**src/rtl/gji_pkg.sv**
```systemverilog
// ----------------------------------------------------------------------------
// gji_pkg
// Shared types and codes for the Gauss-Jordan inverse block.
// ----------------------------------------------------------------------------
package gji_pkg;

  // sequencer states
  typedef enum logic [4:0] {
    S_LOAD,
    S_IDENT,
    S_PIV_RD,
    S_PIV_WAIT,
    S_PIV_SAT,
    S_DIV_RD,
    S_DIV_WAIT,
    S_DIV_RUN,
    S_DIV_WR,
    S_ROW,
    S_F_RD,
    S_F_WAIT,
    S_EL_RD,
    S_EL_WAIT,
    S_EL_WR,
    S_OUT_RD,
    S_OUT_WAIT,
    S_OUT_HOLD,
    S_SING
  } gji_state_e;

  typedef enum logic [1:0] {
    STAT_OK   = 2'd0,
    STAT_SING = 2'd1,
    STAT_SAT  = 2'd2
  } gji_status_e;

  // saturated 32-bit value with its overflow flag
  typedef struct packed {
    logic signed [31:0] val;
    logic               ovf;
  } fx_res_t;

  localparam int unsigned TDATA_IN_W  = 32;
  localparam int unsigned TDATA_OUT_W = 72;

endpackage

```
**src/rtl/gji_div.sv**
```systemverilog
// ----------------------------------------------------------------------------
// gji_div
// Iterative signed fixed-point divider: (num << FRAC_BITS) / den, truncated
// toward zero and saturated to 32 bits. One quotient bit per cycle.
// ----------------------------------------------------------------------------
module gji_div #(
  parameter int unsigned FRAC_BITS = 16
) (
  input  logic                clk_i,
  input  logic                rst_ni,
  input  logic                start_i,
  input  logic signed [31:0]  num_i,
  input  logic signed [31:0]  den_i,
  output logic                done_o,
  output gji_pkg::fx_res_t    res_o
);
  import gji_pkg::*;

  localparam int unsigned NW  = 32 + FRAC_BITS;
  localparam int unsigned CW  = $clog2(NW + 1);

  logic          busy_q, busy_d;
  logic          done_q, done_d;
  logic [CW-1:0] cnt_q, cnt_d;
  logic [NW-1:0] dvd_q, dvd_d;
  logic [31:0]   rem_q, rem_d;
  logic [31:0]   den_q, den_d;
  logic          neg_q, neg_d;

  logic [32:0]   rem_sh;
  logic          qbit;
  logic [31:0]   num_mag;

  always_comb begin
    num_mag = num_i[31] ? 32'(-num_i) : 32'(num_i);
    rem_sh  = {rem_q, dvd_q[NW-1]};
    qbit    = (rem_sh >= {1'b0, den_q});
    busy_d  = busy_q;
    done_d  = 1'b0;
    cnt_d   = cnt_q;
    dvd_d   = dvd_q;
    rem_d   = rem_q;
    den_d   = den_q;
    neg_d   = neg_q;
    if (start_i) begin
      busy_d = 1'b1;
      cnt_d  = '0;
      dvd_d  = {num_mag, FRAC_BITS'(0)};
      rem_d  = '0;
      den_d  = den_i[31] ? 32'(-den_i) : 32'(den_i);
      neg_d  = num_i[31] ^ den_i[31];
    end else if (busy_q) begin
      rem_d = qbit ? 32'(rem_sh - {1'b0, den_q}) : rem_sh[31:0];
      dvd_d = {dvd_q[NW-2:0], qbit};
      cnt_d = cnt_q + 1'b1;
      if (cnt_q == CW'(NW - 1)) begin
        busy_d = 1'b0;
        done_d = 1'b1;
      end
    end
  end

  always_ff @(posedge clk_i or negedge rst_ni) begin
    if (!rst_ni) begin
      busy_q <= 1'b0;
      done_q <= 1'b0;
      cnt_q  <= '0;
    end else begin
      busy_q <= busy_d;
      done_q <= done_d;
      cnt_q  <= cnt_d;
    end
  end

  always_ff @(posedge clk_i) begin
    dvd_q <= dvd_d;
    rem_q <= rem_d;
    den_q <= den_d;
    neg_q <= neg_d;
  end

  // saturate the magnitude with its sign
  always_comb begin
    res_o.ovf = 1'b0;
    if (neg_q) begin
      if ((dvd_q[NW-1:32] != '0) || (dvd_q[31] && (dvd_q[30:0] != '0))) begin
        res_o.val = 32'sh8000_0000;
        res_o.ovf = 1'b1;
      end else begin
        res_o.val = 32'(-dvd_q[31:0]);
      end
    end else begin
      if (dvd_q[NW-1:31] != '0) begin
        res_o.val = 32'sh7FFF_FFFF;
        res_o.ovf = 1'b1;
      end else begin
        res_o.val = 32'(dvd_q[31:0]);
      end
    end
  end

  assign done_o = done_q;

endmodule

```
**config.mk**
```make
export PLATFORM = sky130hd
export DESIGN_NAME = gji_div
export DESIGN_NICKNAME = d
export VERILOG_FILES = /design/src/rtl/gji_pkg.sv /design/src/rtl/gji_div.sv
export SDC_FILE = /design/constraint.sdc
export NUM_CORES = 1
export LEC_CHECK = 0
export BUFFER_PORTS_ARGS = -buffer_cell sky130_fd_sc_hd__buf_2
export CAP_MARGIN = 25
export CELL_PAD_IN_SITES_DETAIL_PLACEMENT = 0
export CELL_PAD_IN_SITES_GLOBAL_PLACEMENT = 1
export CORE_AREA = 2 2 140 142
export CTS_BUF_LIST = sky130_fd_sc_hd__clkbuf_8
export DETAILED_ROUTE_END_ITERATION = 8
export DIE_AREA = 0 0 142 144
export GPL_TIMING_DRIVEN = 0
export HOLD_SLACK_MARGIN = 0.08
export PLACE_DENSITY_LB_ADDON = 0.1
export SETUP_SLACK_MARGIN = 0.02
export SLEW_MARGIN = 25
export SYNTH_ARGS = -nofsm -noshare
export SYNTH_HDL_FRONTEND = slang
export SYNTH_SLANG_ARGS = --single-unit
```
**constraint.sdc**
```tcl
create_clock -name clk_i -period 4 [get_ports clk_i]
set_input_delay 0.2 -clock clk_i [delete_from_list [all_inputs] [get_ports clk_i]]
set_output_delay 0.2 -clock clk_i [all_outputs]
set_load 0.03 [all_outputs]
```
Word-level counts from Yosys, hierarchy flattened
Index checks and enable logic that the tools add are counted.
{"block": "word_totals", "regBits": 121, "in_bits": 67, "out_inout_bits": 34, "wordCells": 41}
{"block": "op_classes", "addsub": 5, "order_cmp": 1, "n_eq_ne": 1, "muxes": 18, "n_bitwise": 1, "n_reduce_logical": 6}
{"op": "two-way mux 32 bit", "count": 4}
{"op": "two-way mux 48 bit", "count": 2}
{"op": "negator 32 bit", "count": 3}
{"op": ">= comparator 33 x 32 -> 1 bit", "count": 1}
{"op": "two-way mux 33 bit", "count": 1}
{"op": "subtractor 32 bit", "count": 1}
{"op": "two-way mux 31 bit", "count": 1}
{"op": "nonzero test 31 bit", "count": 1}
{"op": "nonzero test 17 bit", "count": 1}
{"op": "nonzero test 16 bit", "count": 1}
{"op": "two-way mux 6 bit", "count": 2}
{"op": "two-way mux 1 bit", "count": 8}
{"op": "adder 6 x 1 -> 6 bit, second input constant", "count": 1}
{"op": "equality test 6 bit, second input constant", "count": 1}
{"op": "nonzero test 2 bit", "count": 1}
{"op": "logical AND 1 bit", "count": 1}
{"op": "logical OR 1 bit", "count": 1}
{"op": "bitwise XOR 1 bit", "count": 1}

Longest topological paths before layout
Gate-level depths: netlist of run 1.
{"block": "logic_depth", "depth_word": 5, "ltp_mapped": 14, "mapped_depth_nobuf": 12}

Least setup slack after synthesis of run 1
No wires, ideal clock.
{"block": "synth_path", "kind": "register -> output", "startpoint": "reg dvd_q[10]", "endpoint": "out res_o[15] in the netlist's numbering", "arrival_ns": 3.664, "required_time_ns": 3.800, "slack_ns": 0.136, "stages_incl_launch_ff": 12, "path_buffers": 2, "cell_sequence": "dfxtp_1 > clkbuf_1 > or3_1 > or2_1 > or3_1 > or3_1 > o21ai_1 > nand2b_1 > inv_2 > nand2_2 > clkbuf_1 > o311ai_0"}
{"element": "start: declaration", "line": "gji_div.sv:25", "source": "logic [NW-1:0] dvd_q, dvd_d;"}
{"element": "start signal: assignment", "line": "gji_div.sv:76", "source": "dvd_q <= dvd_d;"}
{"element": "end: declaration", "line": "gji_div.sv:15", "source": "output gji_pkg::fx_res_t res_o"}

==> flow_metrics.tcl, run 1 <==
set metrics [dict create \
    syn_inst 989 \
    crit_chain "clkbuf_1 -> or4_1 -> or3_1 -> or3_1 -> o21ai_1 -> nand2b_1 -> inv_2 -> nand2_4 -> clkbuf_8 -> o311ai_1 -> buf_2" \
    antenna_cells 0 \
    dp.cells 1327 \
    critical_path.max_fanout 10 \
    grt_pass1_vias 7367 \
    die_h_um 144 \
    vdd_drop_max_uv 219.7 \
    path_clk_slew_ns 0.08 \
    crit_start "dvd_q[14]" \
    num_io_pins 101 \
    crit_arrival_ns 3.64 \
    post_drt_wl_per_cell_um 17.02 \
    initial_core_util 0.4522 \
    crit_family "simple AND/OR/NAND/NOR gates" \
    yosys-top-cells-area "edfxtp_1 23%, dfxtp_1 11%, xnor2_1 7.1%" \
    gr-usage-met1 0.3067 \
    numPortBuffers 100 \
    drive_gt1_frac 0.1536 \
    fin_crit_sh 0.9600 \
    cts-buffers-inserted 17 \
    r2r-start "rem_q[17]" \
    worst_pin_slew_ns 0.7839 \
    viasPerCell 5.649 \
    critPathBufInv 4 \
    syn_area_mm2 0.008627 \
    vias 7852 \
    worstHoldStart "num_i[0]" \
    cts_tree "yes" \
    crit_slowest_cell "or4_1" \
    yosysWarnings 0 \
    met3_usage 0.03510 \
    setup_tns_ns 0 \
    dp_hpwl_um 17860 \
    syn_to_final_growth_pct 20.23 \
    ys_seq_elements 121 \
    final_core_util 0.5436 \
    synth_area_per_cell_um2 8.723 \
    num-fill-cells 1810 \
    whs_ns 0.09506 \
    run_status "completed" \
    ys_async_sr_fraction 0.06612 \
    slew_violations 0 \
    cp_common_cell "or3_1" \
    period_needed_ns 3.840 \
    grt_overflow 0 \
    synth_edf_count 65 \
    drc 0 \
    drt_iter0_drc 448 \
    finalHoldViolCount 0 \
    cp_slowest_stage_delay_ns 0.60 \
    clock.fmax_mhz 260.4 \
    antenna_left 0 \
    r2r_slack_ns 0.24 \
    insertion_delay_ns 0.46 \
    fin_cells 1390 \
    setup_viol 0 \
    drv_cap 0 \
    use_met2 0.4010 \
    die_w_um 142 \
    grt.busiest_layer "met2" \
    crit_path_start_kind "flop" \
    rsz0062_at_grt "false" \
    hp-class "input pin to flop" \
    coreArea_mm2 0.01908 \
    clock_sinks 121 \
    skew_ns 0.01323 \
    wirelength_um 23660 \
    synth.top_cell.area_share 0.2263 \
    yosysUniqueCellTypes 69 \
    grt_max_degree 35 \
    die-area_mm2 0.02045 \
    antenna_found_initial 0 \
    cp.required_ns 3.80 \
    gp_congestion 0.9387 \
    ys_dominant_reg_cell "edfxtp_1" \
    root_buffer "clkbuf_8" \
    grt_pass1_wl_um 37780 \
    h-tree-depth 4 \
    layout.nets 1243 \
    powerDensity_mw_per_mm2 537.1 \
    path_class "flop to output pin" \
    rows 51 \
    max_slew_margin 0.4774 \
    grt_usage 0.2350 \
    synth.largest_area_cell "edfxtp_1" \
    end_kind "output pin" \
    yosysSeqAreaShare 0.3608 \
    leakagePower_nw 4.368 \
    syn-num-nets 1093 \
    firstDrtPassIters 5 \
    cts.path.max_buffers 2 \
]
## layer usage
metal,vias to the layer above,share of wire
met2,170,0.48
met3,31,0.034
met4,0,0.019
met1,3664,0.47
li1,3987,-
met5,-,0
## state kept, by name (all words and copies together), names as in the netlist
register	count
neg_q	1
rem_q	32
done_o	1
dvd_q	48
den_q	32
cnt_q	6
busy_q	1
## worst paths after layout
path,to,cells after the start
min in group asynchronous,cnt_q[3],2
min reg2reg,rem_q[31],2
min,dvd_q[16],3
max reg2reg,rem_q[20],13
max,res_o[28],11
max in group asynchronous,cnt_q[5],2
## power breakdown
| group | total, mW | internal [mW] | switching (mW) |
|---|---|---|---|
| logic | 2.43 | 0.975 | 1.46 |
| clock network | 1.36 | 0.834 | 0.525 |
| registers | 1.78 | 1.55 | 0.225 |
| total | 5.57 | 3.36 | 2.21 |
## through the flow
step | power, mW | cell area [um^2] | setup slack, ns
floorplan | 3.474 | 8627 | 0.1358
global placement | 4.116 | 9425 | -0.07413
detailed placement | 4.120 | 9425 | -0.05657
CTS | 5.521 | 10310 | 0.04720
global route | 5.927 | 10370 | 0.02675
finish | 5.571 | 10370 | 0.1602
## area by class of cell
type	count	area, um^2	area share
Tap cell	238	297.8	0.02871
Sequential cell	121	3114	0.3002
Clock buffer	19	261.5	0.02521
Clock inverter	13	222.7	0.02147
Buffer	50	203.9	0.01966
Multi-Input combinational cell	767	5251	0.5063
Timing Repair Buffer	132	833.3	0.08034
Inverter	50	187.7	0.01809
## layout by cell type, fill, tap and decap left out, types with 20 or more instances in the layout
cell type	count
a21o_1	21
a21oi_1	36
a22o_1	31
buf_2	94
clkbuf_1	38
clkbuf_8	20
dfxtp_1	47
dlygate4sd3_1	30
edfxtp_1	65
ha_1	36
inv_1	49
mux2i_1	21
nand2_1	115
nand3_1	29
nor2_1	71
o21ai_0	62
o31ai_1	24
or3_1	21
xnor2_1	70
## what timing repair did
item | in CTS | in global routing
buffers inserted | 2 | 0
hold buffers | 30 | 0
endpoints found under the hold margin | 38 | 0
cloned | 0 | 0
endpoints found under the setup margin | 26 | 54
gates resized for setup | 28 | 19
## cells in the mapped netlist (all sizes together), types with 12 or more instances
master,instances
o21ai,63
xnor2,70
nor4,12
o311ai,24
xor2,18
nand2b,13
nand2,116
a21o,21
nor3,17
a22o,31
or3,27
edfxtp,65
a311oi,12
mux2i,21
nand3,29
clkbuf,44
nor2,71
a21oi,36
inv,50
ha,36
o31ai,28
dfxtp,48
## logic make-up (layout without fill, tap and decap cells)
group                    after synthesis  after routing  share of synthesized area
AO/OA/AOI/OAI                        275            275                     0.2277
buffers and inverters                101            264                    0.04409
AND/OR/NAND/NOR                      346            346                     0.1991
adder cells (fa/ha/maj)               37             37                    0.05453
flip-flops                           121            121                     0.3608
multiplexers                          21             21                    0.02437
XOR/XNOR                              88             88                    0.08934
## worst min-delay path: cells and delay by family
family	cells	cell delay, ns
AOI/OAI and AO/OA	1	0.06
and+or+nand+nor	1	0.06
buffers and inverters	1	0.12
Note: power is estimated with default switching activity, not from simulation.
==> run 2: changes to the inputs <==
--- a/config.mk
+++ b/config.mk
@@ -9,10 +9,10 @@
 export CAP_MARGIN = 25
 export CELL_PAD_IN_SITES_DETAIL_PLACEMENT = 0
 export CELL_PAD_IN_SITES_GLOBAL_PLACEMENT = 1
-export CORE_AREA = 2 2 140 142
+export CORE_AREA = 2 2 107 187
 export CTS_BUF_LIST = sky130_fd_sc_hd__clkbuf_8
 export DETAILED_ROUTE_END_ITERATION = 8
-export DIE_AREA = 0 0 142 144
+export DIE_AREA = 0 0 109 189
 export GPL_TIMING_DRIVEN = 0
 export HOLD_SLACK_MARGIN = 0.08
 export PLACE_DENSITY_LB_ADDON = 0.1
@@ -21,3 +21,4 @@
 export SYNTH_ARGS = -nofsm -noshare
 export SYNTH_HDL_FRONTEND = slang
 export SYNTH_SLANG_ARGS = --single-unit
+export TNS_END_PERCENT = 30
==> flow_metrics.tcl, run 2 (synthesis results as in run 1) <==
set metrics [dict create \
    crit_family "compound AO/OA/AOI/OAI gates" \
    leakagePower_nw 4.312 \
    insertion_delay_ns 0.45 \
    final_common_cell "nand2_1" \
    final_cell_mix "115 x nand2_1, 93 x buf_2, 71 x nor2_1, 70 x xnor2_1, 65 x edfxtp_1" \
    skew_ns 0.01452 \
    cts_tree "yes" \
    seq_area_mm2 0.003113 \
    cp_slowest_stage_delay_ns 0.43 \
    finalPower_mw 5.374 \
    crit_arrival_ns 4.21 \
    layout.nets 1240 \
    antenna_found_initial 0 \
    power.share.sequential 0.328 \
    whs_ns 0.1184 \
    drv_cap 0 \
    critPathBufInv 3 \
    slew_violations 0 \
    gp_congestion 0.8836 \
    multiInputGateArea_mm2 0.005225 \
    path_clk_slew_ns 0.08 \
    placed_cell_area_mm2 0.009429 \
    crit_slowest_cell "o31ai_4" \
    setup_tns_ns 0 \
    numPortBuffers 100 \
    grt_pass1_wl_um 40380 \
    coreArea_mm2 0.01903 \
    rsz0062_at_grt "true" \
    dp.cells 1330 \
    final_area_mm2 0.01025 \
    p_clk_frac 0.214 \
    num_io_pins 101 \
    fin_cells 1390 \
    p_sw_mw 2.214 \
    max_slew_margin 0.4703 \
    die_h_um 189 \
    end_kind "flop" \
    cts-buffers-inserted 17 \
    drive_gt1_frac 0.1471 \
    cp_common_cell "and3_1" \
    crit_path_start_kind "flop" \
    largest_reg_flops 48 \
    finalHoldViolCount 0 \
    antenna_cells 0 \
    clock.fmax_mhz 256.2 \
    critical_path.max_fanout 10 \
    fin_crit_sh 0.9760 \
    run_status "completed" \
    swShare 0.4120 \
    rows 67 \
    timing.final.ws_setup_ns 0.09610 \
    cts.path.max_buffers 2 \
    drt_iter0_drc 434 \
    combPwrFrac 0.458 \
    drc 0 \
    grt_pass1_vias 8006 \
    setup_viol 0 \
    root_buffer "clkbuf_8" \
    grt_max_degree 35 \
    syn_to_final_growth_pct 18.85 \
    hp-class "input pin to flop" \
    largestRegisters "dvd_q: 48 flops, den_q: 32 flops, rem_q: 32 flops" \
    h-tree-depth 4 \
    grt_usage 0.2530 \
    dp_hpwl_um 19700 \
    final_core_util 0.5388 \
    firstDrtPassIters 5 \
    post-cts-setup-buffers 0 \
    period_needed_ns 3.904 \
    vias 7926 \
    vdd_drop_max_uv 247.7 \
    place_ws_ns -0.5043 \
    initial_core_util 0.4533 \
    grt_overflow 0 \
    crit_chain "inv_1 -> ha_1 -> and3_1 -> and3_1 -> o221ai_1 -> nand2_1 -> a311oi_2 -> o31ai_4 -> a31o_2 -> clkbuf_1 -> buf_2 -> mux2i_1 -> o22ai_1" \
    wirelength_um 25310 \
    post_drt_wl_per_cell_um 18.21 \
    clock_sinks 121 \
    cp.required_ns 4.31 \
    largest_register "dvd_q" \
    powerDensity_mw_per_mm2 524.2 \
    path_class "flop to flop" \
    viasPerCell 5.702 \
    worst_pin_slew_ns 0.7945 \
    num-fill-cells 1827 \
    antenna_left 0 \
    internal_power_mw 3.160 \
    die-area_mm2 0.02060 \
    die_w_um 109 \
]
[run 2: changes by cell type in the layout (fill, tap and decap cells not counted), sizes merged]
cell | previous run | this run
buf | 109 | 108
clkbuf | 62 | 60
clkinvlp | 0 | 4
bufinv | 6 | 3
dlygate4sd3 | 30 | 29
[run 2: power groups by stage]
stage / clock [mW] / combinational [mW] / sequential [mW]
finish: 1.15 / 2.46 / 1.76
global route: 1.23 / 2.73 / 1.79
CTS: 1.17 / 2.44 / 1.76
detailed placement: 0 / 2.36 / 1.78
global placement: 0 / 2.35 / 1.79
floorplan: 0 / 1.77 / 1.71
[run 2: final cells by class]
cell class | instances | area share
well taps | 241 | 0.02941
clock buffers | 18 | 0.02416
multi-input cells | 767 | 0.5096
inverters | 50 | 0.01855
clock inverters | 14 | 0.01550
plain buffers | 50 | 0.01989
flip-flops and latches | 121 | 0.3036
repair buffers | 129 | 0.07932
[run 2: layer usage]
layer | share of wire | GRT usage
met3 | 0.029 | 0.03270
met4 | 0.036 | 0.1198
met5 | 0 | 0
met2 | 0.56 | 0.4952
met1 | 0.38 | 0.2521
[run 2: worst paths after layout]
| path | start | endpoint | slack, ns | cells after the start |
|---|---|---|---|---|
| min in group asynchronous | rst_ni | cnt_q[4] | 0.13 | 2 |
| max in group asynchronous | rst_ni | busy_q | 3.70 | 2 |
| worst min register to register | rem_q[30] | rem_q[30] | 0.48 | 2 |
| worst max-delay path | den_q[6] | rem_q[21] | 0.1 | 13 |
| worst min-delay path | den_i[8] | den_q[8] | 0.12 | 2 |
| worst max register to register | den_q[6] | rem_q[21] | 0.1 | 13 |
[run 2: worst register-to-register path, cell delays in order (launching register included)]
cell      delay (ns)
edfxtp_1        0.35
inv_1           0.05
ha_1            0.36
and3_1          0.24
and3_1          0.26
o221ai_1        0.22
nand2_1         0.23
a311oi_2        0.20
o31ai_4         0.44
a31o_2          0.22
clkbuf_1        0.40
buf_2           0.42
mux2i_1         0.28
o22ai_1         0.10
[run 2: timing repair]
action,4_1_cts,5_1_grt
pin swaps,1,1
resized for setup,34,14
endpoints found under the hold margin,37,0
hold buffers,29,0
setup endpoints to repair,50,53
